### src/hdl/cms3_pkg.sv
// ----------------------------------------------------------------------------
// cms3_pkg: shared types and constants of the three-row count-min sketch
// Hash widths, seeds, remainder stepping, state encoding and the command and
// status bundles between controller and datapath.
// ----------------------------------------------------------------------------
package cms3_pkg;

    localparam int DEF_TABLE_SIZE  = 457;
    localparam int DEF_COUNT_WIDTH = 32;

    localparam int KEY_W  = 8;
    localparam int EST_W  = 32;
    localparam int HASH_W = 64;

    localparam logic [HASH_W-1:0] SEED_SX  = '0;
    localparam logic [HASH_W-1:0] SEED_H33 = HASH_W'(5381);
    localparam logic [HASH_W-1:0] SEED_H31 = '0;

    localparam int SX_LSH = 2;
    localparam int SX_RSH = 14;
    localparam int MUL_SH = 5;   // 33 = 32 + 1, 31 = 32 - 1

    // remainder unit: byte fold, reciprocal quotient, correction
    localparam int DIV_CYCLES = 3;
    localparam int DIV_CNT_W  = $clog2(DIV_CYCLES);

    localparam int ROWS = 3;

    localparam logic OP_STORE = 1'b0;
    localparam logic OP_QUERY = 1'b1;

    typedef enum logic [2:0] {
        ST_CLEAR,
        ST_HASH,
        ST_DIV,
        ST_READ,
        ST_UPDATE
    } cms3_state_t;

    typedef struct packed {
        logic clear_step;
        logic byte_take;
        logic key_end;
        logic div_step;
        logic rd_en;
        logic wr_en;
        logic out_load;
    } cms3_cmd_t;

    typedef struct packed {
        logic clr_last;
        logic div_last;
        logic op_query;
        logic out_full;
    } cms3_sts_t;

endpackage

### src/hdl/cms3_ctrl.sv
// ----------------------------------------------------------------------------
// cms3_ctrl: sequencer of the count-min sketch
// Clears the counter rows after reset, takes key bytes, then walks the
// remainder unit, the counter read and the update or result.
// ----------------------------------------------------------------------------
module cms3_ctrl (
    input  logic                clk,
    input  logic                rst_n,
    input  logic                in_valid,
    input  logic                in_last,
    output logic                in_ready,
    input  cms3_pkg::cms3_sts_t sts,
    output cms3_pkg::cms3_cmd_t cmd
);

    import cms3_pkg::*;

    cms3_state_t state_reg;
    cms3_state_t state_next;

    always_ff @(posedge clk or negedge rst_n)
    begin
        if (!rst_n)
        begin
            state_reg <= ST_CLEAR;
        end
        else
        begin
            state_reg <= state_next;
        end
    end

    always_comb
    begin
        state_next = state_reg;
        unique case (state_reg)
            ST_CLEAR:
            begin
                if (sts.clr_last)
                begin
                    state_next = ST_HASH;
                end
            end
            ST_HASH:
            begin
                if (in_valid && in_last)
                begin
                    state_next = ST_DIV;
                end
            end
            ST_DIV:
            begin
                if (sts.div_last)
                begin
                    state_next = ST_READ;
                end
            end
            ST_READ:
            begin
                state_next = ST_UPDATE;
            end
            ST_UPDATE:
            begin
                // a query waits here until the output register frees up
                if (!sts.op_query || !sts.out_full)
                begin
                    state_next = ST_HASH;
                end
            end
            default:
            begin
                state_next = ST_CLEAR;
            end
        endcase
    end

    always_comb
    begin
        cmd      = '0;
        in_ready = 1'b0;
        unique case (state_reg)
            ST_CLEAR:
            begin
                cmd.clear_step = 1'b1;
            end
            ST_HASH:
            begin
                in_ready      = 1'b1;
                cmd.byte_take = in_valid;
                cmd.key_end   = in_valid && in_last;
            end
            ST_DIV:
            begin
                cmd.div_step = 1'b1;
            end
            ST_READ:
            begin
                cmd.rd_en = 1'b1;
            end
            ST_UPDATE:
            begin
                cmd.wr_en    = !sts.op_query;
                cmd.out_load = sts.op_query && !sts.out_full;
            end
            default:
            begin
                cmd = '0;
            end
        endcase
    end

endmodule

### config.mk
export PLATFORM = sky130hd
export DESIGN_NAME = cms3_ctrl
export DESIGN_NICKNAME = d
export VERILOG_FILES = /design/src/hdl/cms3_pkg.sv /design/src/hdl/cms3_ctrl.sv
export SDC_FILE = /design/constraint.sdc
export NUM_CORES = 1
export LEC_CHECK = 0
export BUFFER_PORTS_ARGS = -buffer_cell sky130_fd_sc_hd__buf_2
export CORE_AREA = 5 5 42 44
export CTS_BUF_LIST = sky130_fd_sc_hd__clkbuf_4
export DETAILED_ROUTE_END_ITERATION = 10
export DIE_AREA = 0 0 47 49
export SYNTH_ARGS = -nofsm -noshare
export SYNTH_HDL_FRONTEND = slang
export SYNTH_SLANG_ARGS = --single-unit
### constraint.sdc
create_clock -name clk -period 1.8 [get_ports clk]
set_input_delay 0.36 -clock clk [delete_from_list [all_inputs] [get_ports clk]]
set_output_delay 0.36 -clock clk [all_outputs]
set_load 0.05 [all_outputs]
==> impl_metrics.json, run 1 <==
{
  "outcome": "finished, final reports clean",
  "finalWorstPathRequiredPeriod_ns": 1.697,
  "grt_pass1_wl_um": 945,
  "pre_cts_ws_ns": 0.2297,
  "sequential_share_of_power": 0.206,
  "drt_wl_total_um": 637,
  "route.detailed.drc": 0,
  "top_layer": "met3",
  "drt.antenna.violating_nets": 0,
  "grt_usage": 0.05787,
  "synthesis.instances": 25,
  "insertion_delay_ns": 0.23,
  "buffer_cell_driving_the_clock_tree_root": "sky130_fd_sc_hd__clkbuf_4",
  "netlist_area_um2": 230.2,
  "power.switching_uw": 458.6,
  "design.die.area_um2": 2303,
  "met2RoutedLength_um": 277,
  "comb_power_share": 0.639,
  "critical_path_required_ns": 1.44,
  "syn_to_final_growth_pct": 71.74,
  "timing.slew.headroom": 0.8328,
  "holdCritStartpoint": "sts[0]",
  "critical_path.startpoint": "state_reg[1]$_DFFE_PN0P_",
  "initial_core_util": 0.1643,
  "die-height_um": 49,
  "p_per_area_nw_per_um2": 2145,
  "timing.critical_path.cells": "and4bb_1 -> nor2b_2 -> buf_6",
  "clock_sinks": 3,
  "worst-path-max-fanout": 9,
  "worst_setup_path_end_kind": "output port",
  "synth.ff_latch_count": 3,
  "path_class": "register to output port",
  "min_path_type": "input pin to register",
  "critical_path_arrival_ns": 1.34,
  "max_clock_freq_ghz": 0.5893,
  "chipWidth_um": 47,
  "synthDistinctLibCells": 20,
  "met1Wirelength_um": 285,
  "largest_register_ff_count": 3,
  "largest_net_degree_at_the_start_of_global_routing": 10,
  "router_iterations_before_antenna_repair": 2,
  "grt_overflow_total": 0,
  "cap_viol_max_count": 0,
  "cts_buffer_depth": 2,
  "cp-start-kind": "register",
  "slowest_stage": "sky130_fd_sc_hd__dfrtp_2",
  "first_global_vias": 248,
  "clock_pin_slew_on_the_worst_setup_and_hold_paths_ns": 0.04,
  "synth_nets": 33,
  "synth_seq_area_share": 0.3261,
  "drive_above_1_share": 0.6591,
  "quantity_of_i_o_buffers_inserted_on_ports": 15,
  "report.final.setup_viol": 0,
  "rows": 14,
  "number_of_warnings_issued_by_yosys": 0,
  "viasPerCell": 4.267,
  "clock_power_frac": 0.154,
  "antennaDiodeCount": 0,
  "timing.final.ws_setup_ns": 0.1030,
  "tritoncts": "done",
  "sw_frac_of_total": 0.5407,
  "nFillCells": 168,
  "grt_setup_unrepaired": "no",
  "dr.first_iter.drc_count": 1,
  "place_congestion": 0.7001,
  "timing.rr.start": "state_reg[0]$_DFFE_PN0P_",
  "p_int_uw": 389.6,
  "coreArea_um2": 1401,
  "numCtsBuffers": 3,
  "final_nets": 53,
  "clock_tree.htree_level_count": 1,
  "wl_met3_um": 74,
  "num_vias": 256,
  "vdd_drop_max_v": 0.0004989,
  "top_level_ports": 16,
  "initial_antenna_violation_count": 0,
  "leak_uw": 0.0002020,
  "final_cell_count_without_fillers": 60,
  "totalNegativeSetupSlack_ns": 0,
  "fin_crit_sh": 0.9428,
  "worst_pin_slew_ns": 0.2526,
  "cp_slowest_stage_delay_ns": 0.45,
  "hold_viol_final": 0,
  "placed_cells_incl_taps": 55,
  "routedWlPerCell_um": 10.62,
  "timing.clock.skew_ns": 0.0008674,
  "maxSlewViolCount": 0,
  "synthesis.area_per_instance_um2": 9.209
}
through the flow:
stage          hold WS, ns  total power (µW)    util  cell area, µm²
5_1_grt             0.3982             908.0  0.2821           395.4
3_5_place_dp        0.1592             705.1  0.2420           339.1
6_report            0.3951             848.2  0.2821           395.4
4_1_cts             0.3782             849.8  0.2723           381.6
3_3_place_gp        0.1569             699.8  0.2420           339.1
2_1_floorplan      0.06441             595.1       -           249.0
worst max-delay path: cells and delay by family, from the launching register on:
family / cells / cell delay (ns)
buffers and inverters: 1 / 0.16
flip-flops: 1 / 0.45
AND/OR/NAND/NOR: 2 / 0.49
layout make-up:
cell class	instances	area, µm²	area share
flip-flops and latches	3	77.57	0.1962
multi-input cells	20	166.4	0.4209
repair buffers	17	101.3	0.2563
clock buffers	4	30.03	0.07595
well taps	16	20.02	0.05063
Yosys cell counts:
master / n / area (µm²)
sky130_fd_sc_hd__a32oi_1: 1 / 8.760
sky130_fd_sc_hd__a21o_1: 1 / 7.510
sky130_fd_sc_hd__and3b_1: 1 / 8.760
sky130_fd_sc_hd__a21oi_1: 2 / 10.01
sky130_fd_sc_hd__nor2_1: 1 / 3.750
sky130_fd_sc_hd__and3_1: 2 / 12.51
sky130_fd_sc_hd__or2b_1: 1 / 7.510
sky130_fd_sc_hd__mux2_1: 1 / 11.26
sky130_fd_sc_hd__nor3_1: 1 / 5.000
sky130_fd_sc_hd__nor2b_1: 1 / 6.260
sky130_fd_sc_hd__dfrtp_1: 3 / 75.07
sky130_fd_sc_hd__and2_1: 1 / 6.260
sky130_fd_sc_hd__and4bb_1: 1 / 12.51
sky130_fd_sc_hd__buf_4: 1 / 7.510
sky130_fd_sc_hd__nor4b_1: 1 / 8.760
sky130_fd_sc_hd__nand4b_1: 1 / 8.760
sky130_fd_sc_hd__nand3_1: 1 / 5.000
sky130_fd_sc_hd__nand2b_1: 2 / 12.51
sky130_fd_sc_hd__nor3b_1: 1 / 7.510
sky130_fd_sc_hd__buf_2: 1 / 5.000
timing repair:
action	CTS	global route
endpoints found under the hold margin	3	0
pin swaps	0	1
buffers inserted	0	0
resized for setup	1	7
setup endpoints to repair	1	2
cloned	0	0
hold buffers	1	0
power groups by stage:
stage          combinational (µW)  sequential, µW  clock [µW]
3_5_place_dp                  537             168           0
4_1_cts                       543             168         139
5_1_grt                       576             186         146
3_3_place_gp                  535             165           0
6_report                      542             175         131
2_1_floorplan                 455             140           0
final timing paths:
kind                                                 end  slack [ns]  cells past startpoint
worst max-delay path                              cmd[0]        0.10                      3
worst min-delay path            state_reg[2]$_DFFE_PN0P_        0.40                      2
worst max register to register  state_reg[0]$_DFFE_PN0P_        0.43                      3
worst min register to register  state_reg[1]$_DFFE_PN0P_        0.54                      1
max in group asynchronous       state_reg[1]$_DFFE_PN0P_        1.23                      2
min in group asynchronous       state_reg[0]$_DFFE_PN0P_        0.45                      2
placed cells by master, fill, tap and decap left out, drive strengths merged, types with 2 or more instances in the layout:
master	synthesis	routed
buf	2	16
clkbuf	0	4
dfrtp	3	3
a21oi	2	2
nand2b	2	2
and3	2	2
kinds of logic after synthesis:
group                  count (synthesis)  synth area share
DFF                                    3            0.3261
AOI/OAI and AO/OA                      4            0.1142
and+or+nand+nor                       15            0.4565
buffers and inverters                  2           0.05434
muxes                                  1           0.04891
metal layers:
layer	up-vias	GRT usage
li1	131	-
met1	113	0.06858
met2	12	0.08145
met3	0	0.02214
met4	0	0.04147
met5	-	0
(Power assumes the default switching activity.)
==> run 2: changes to the inputs <==
BUFFER_PORTS_ARGS = -buffer_cell sky130_fd_sc_hd__buf_4   (was -buffer_cell sky130_fd_sc_hd__buf_2)
CELL_PAD_IN_SITES_DETAIL_PLACEMENT = 2   (was not set)
CELL_PAD_IN_SITES_GLOBAL_PLACEMENT = 2   (was not set)
PLACE_DENSITY_LB_ADDON = 0.1   (was not set)
==> impl_metrics.json, run 2 (synthesis gave the netlist of run 1 again) <==
{
  "worst_path_dominant_cell_family": "simple AND/OR/NAND/NOR gates",
  "grt_overflow_total": 0,
  "cp-start-kind": "register",
  "timing.slew.headroom": 0.8646,
  "worst_setup_path_end_kind": "output port",
  "routedWlPerCell_um": 12.80,
  "final_cell_mix": "sky130_fd_sc_hd__buf_4 (17), sky130_fd_sc_hd__clkbuf_4 (4), sky130_fd_sc_hd__dfrtp_2 (3)",
  "clock_sinks": 3,
  "die-height_um": 49,
  "first_global_vias": 294,
  "top_level_ports": 16,
  "critical_path_capture_point": "cmd[0]",
  "num_vias": 269,
  "min_path_type": "input pin to register",
  "worst_pin_slew_ns": 0.2026,
  "nFillCells": 175,
  "timing.critical_path.cells": "and4bb_1 -> nor2b_1 -> buf_4",
  "router_iterations_before_antenna_repair": 1,
  "drive_above_1_share": 0.6667,
  "critical_path_cell_count": 3,
  "finalWorstPathRequiredPeriod_ns": 1.734,
  "antennaDiodeCount": 0,
  "design.die.area_um2": 2303,
  "tritoncts": "done",
  "viasPerCell": 4.410,
  "initial_core_util": 0.1643,
  "insertion_delay_ns": 0.23,
  "timing.final.ws_setup_ns": 0.06646,
  "largest_register_ff_count": 3,
  "final_nets": 54,
  "timing.clock.skew_ns": 0.003223,
  "route.detailed.drc": 0,
  "hold_viol_final": 0,
  "grt_usage": 0.07898,
  "maxSlewViolCount": 0,
  "critical_path_required_ns": 1.44,
  "outcome": "finished, final reports clean",
  "initial_antenna_violation_count": 0,
  "cp_num_buf_inv": 1,
  "path_class": "register to output port",
  "place_congestion": 0.6841,
  "vdd_drop_max_v": 0.0005517,
  "pre_cts_ws_ns": 0.1988,
  "chipWidth_um": 47,
  "finalPower_uw": 911.4,
  "clock_tree.htree_level_count": 1,
  "grt_pass1_wl_um": 1283,
  "coreArea_um2": 1401,
  "clock_pin_slew_on_the_worst_setup_and_hold_paths_ns": 0.04,
  "numCtsBuffers": 3,
  "p_per_area_nw_per_um2": 2118,
  "cp_slowest_stage_delay_ns": 0.46,
  "rows": 14,
  "critical_path_arrival_ns": 1.37,
  "buffer_cell_driving_the_clock_tree_root": "sky130_fd_sc_hd__clkbuf_4",
  "timing.rr.start": "state_reg[2]$_DFFE_PN0P_",
  "dr.first_iter.drc_count": 0,
  "report.final.setup_viol": 0,
  "drt.antenna.violating_nets": 0,
  "cap_viol_max_count": 0,
  "leak_uw": 0.0002133,
  "worst_r2r_endpoint": "state_reg[0]$_DFFE_PN0P_",
  "critical_path.startpoint": "state_reg[1]$_DFFE_PN0P_",
  "largest_net_degree_at_the_start_of_global_routing": 14,
  "fin_crit_sh": 0.9631,
  "max_clock_freq_ghz": 0.5769,
  "post-route-util": 0.3071,
  "layout.cells.most_common": "sky130_fd_sc_hd__buf_4",
  "drt_wl_total_um": 781,
  "timing.reg2reg.setup_slack_ns": 0.43,
  "syn_to_final_growth_pct": 86.96,
  "quantity_of_i_o_buffers_inserted_on_ports": 15,
  "cts_buffer_depth": 2,
  "worst-path-max-fanout": 9,
  "timing.reg2reg.worst_path_depth": 3,
  "timing.hold.ws_ns": 0.3531,
  "slowest_stage": "sky130_fd_sc_hd__dfrtp_2",
  "place_hpwl_um": 596.8
}
[run 2: changes by cell type in the layout (fill, tap and decap cells not counted), sizes merged]
cell / previous run / this run
buf: 16 / 17
[run 2: routing by layer]
metal,global-route usage,routed length (µm)
met4,0.06912,0
met3,0.02214,69
met5,0,0
met2,0.1131,389
met1,0.09051,322
[run 2: stage by stage]
stage | setup TNS, ns | instance area [µm²] | cells
finish | 0 | 430.4 | 61
global route | -0.0003626 | 430.4 | 61
CTS | 0 | 410.4 | 59
detailed placement | 0 | 369.1 | 54
global placement | 0 | 369.1 | 54
floorplan | -0.07465 | 249.0 | 25
[run 2: how the worst min path moves through the flow]
stage | start | end | slack [ns] | cells past startpoint
after floorplan | rst_n | state_reg[0]$_DFFE_PN0P_ | 0.06 | 0
after global placement | rst_n | state_reg[2]$_DFFE_PN0P_ | 0.15 | 1
after detailed placement | rst_n | state_reg[2]$_DFFE_PN0P_ | 0.15 | 1
after CTS | sts[0] | state_reg[2]$_DFFE_PN0P_ | 0.34 | 2
after global routing | sts[0] | state_reg[2]$_DFFE_PN0P_ | 0.35 | 2
final | sts[0] | state_reg[2]$_DFFE_PN0P_ | 0.35 | 2
[run 2: power by group]
group	internal, µW	leakage (µW)	switching [µW]
registers	107	0.0000347	67.5
clock network	98.2	0.0000184	36.8
logic	230	0.000160	372
total	435	0.000213	476
[run 2: area by class of cell]
type	instances	area, µm²	share of cell area
multi-input combinational	20	163.9	0.3808
timing repair buffer	18	137.6	0.3198
sequential	3	78.83	0.1831
clock buffer	4	30.03	0.06977
tap	16	20.02	0.04651
[run 2: what timing repair did]
action                                 in CTS  in global routing
setup endpoints to repair                   1                  2
pin swaps                                   1                  1
endpoints found under the hold margin       3                  0
resized for setup                           1                  3
buffers inserted                            0                  2
hold buffers                                1                  0
[run 2: worst reg2reg max path, delay by kind of cell, from the launching register on]
kind            cells  cell delay, ns
compound gates      1            0.20
flops               1            0.45
mux                 1            0.35
simple gates        1            0.25
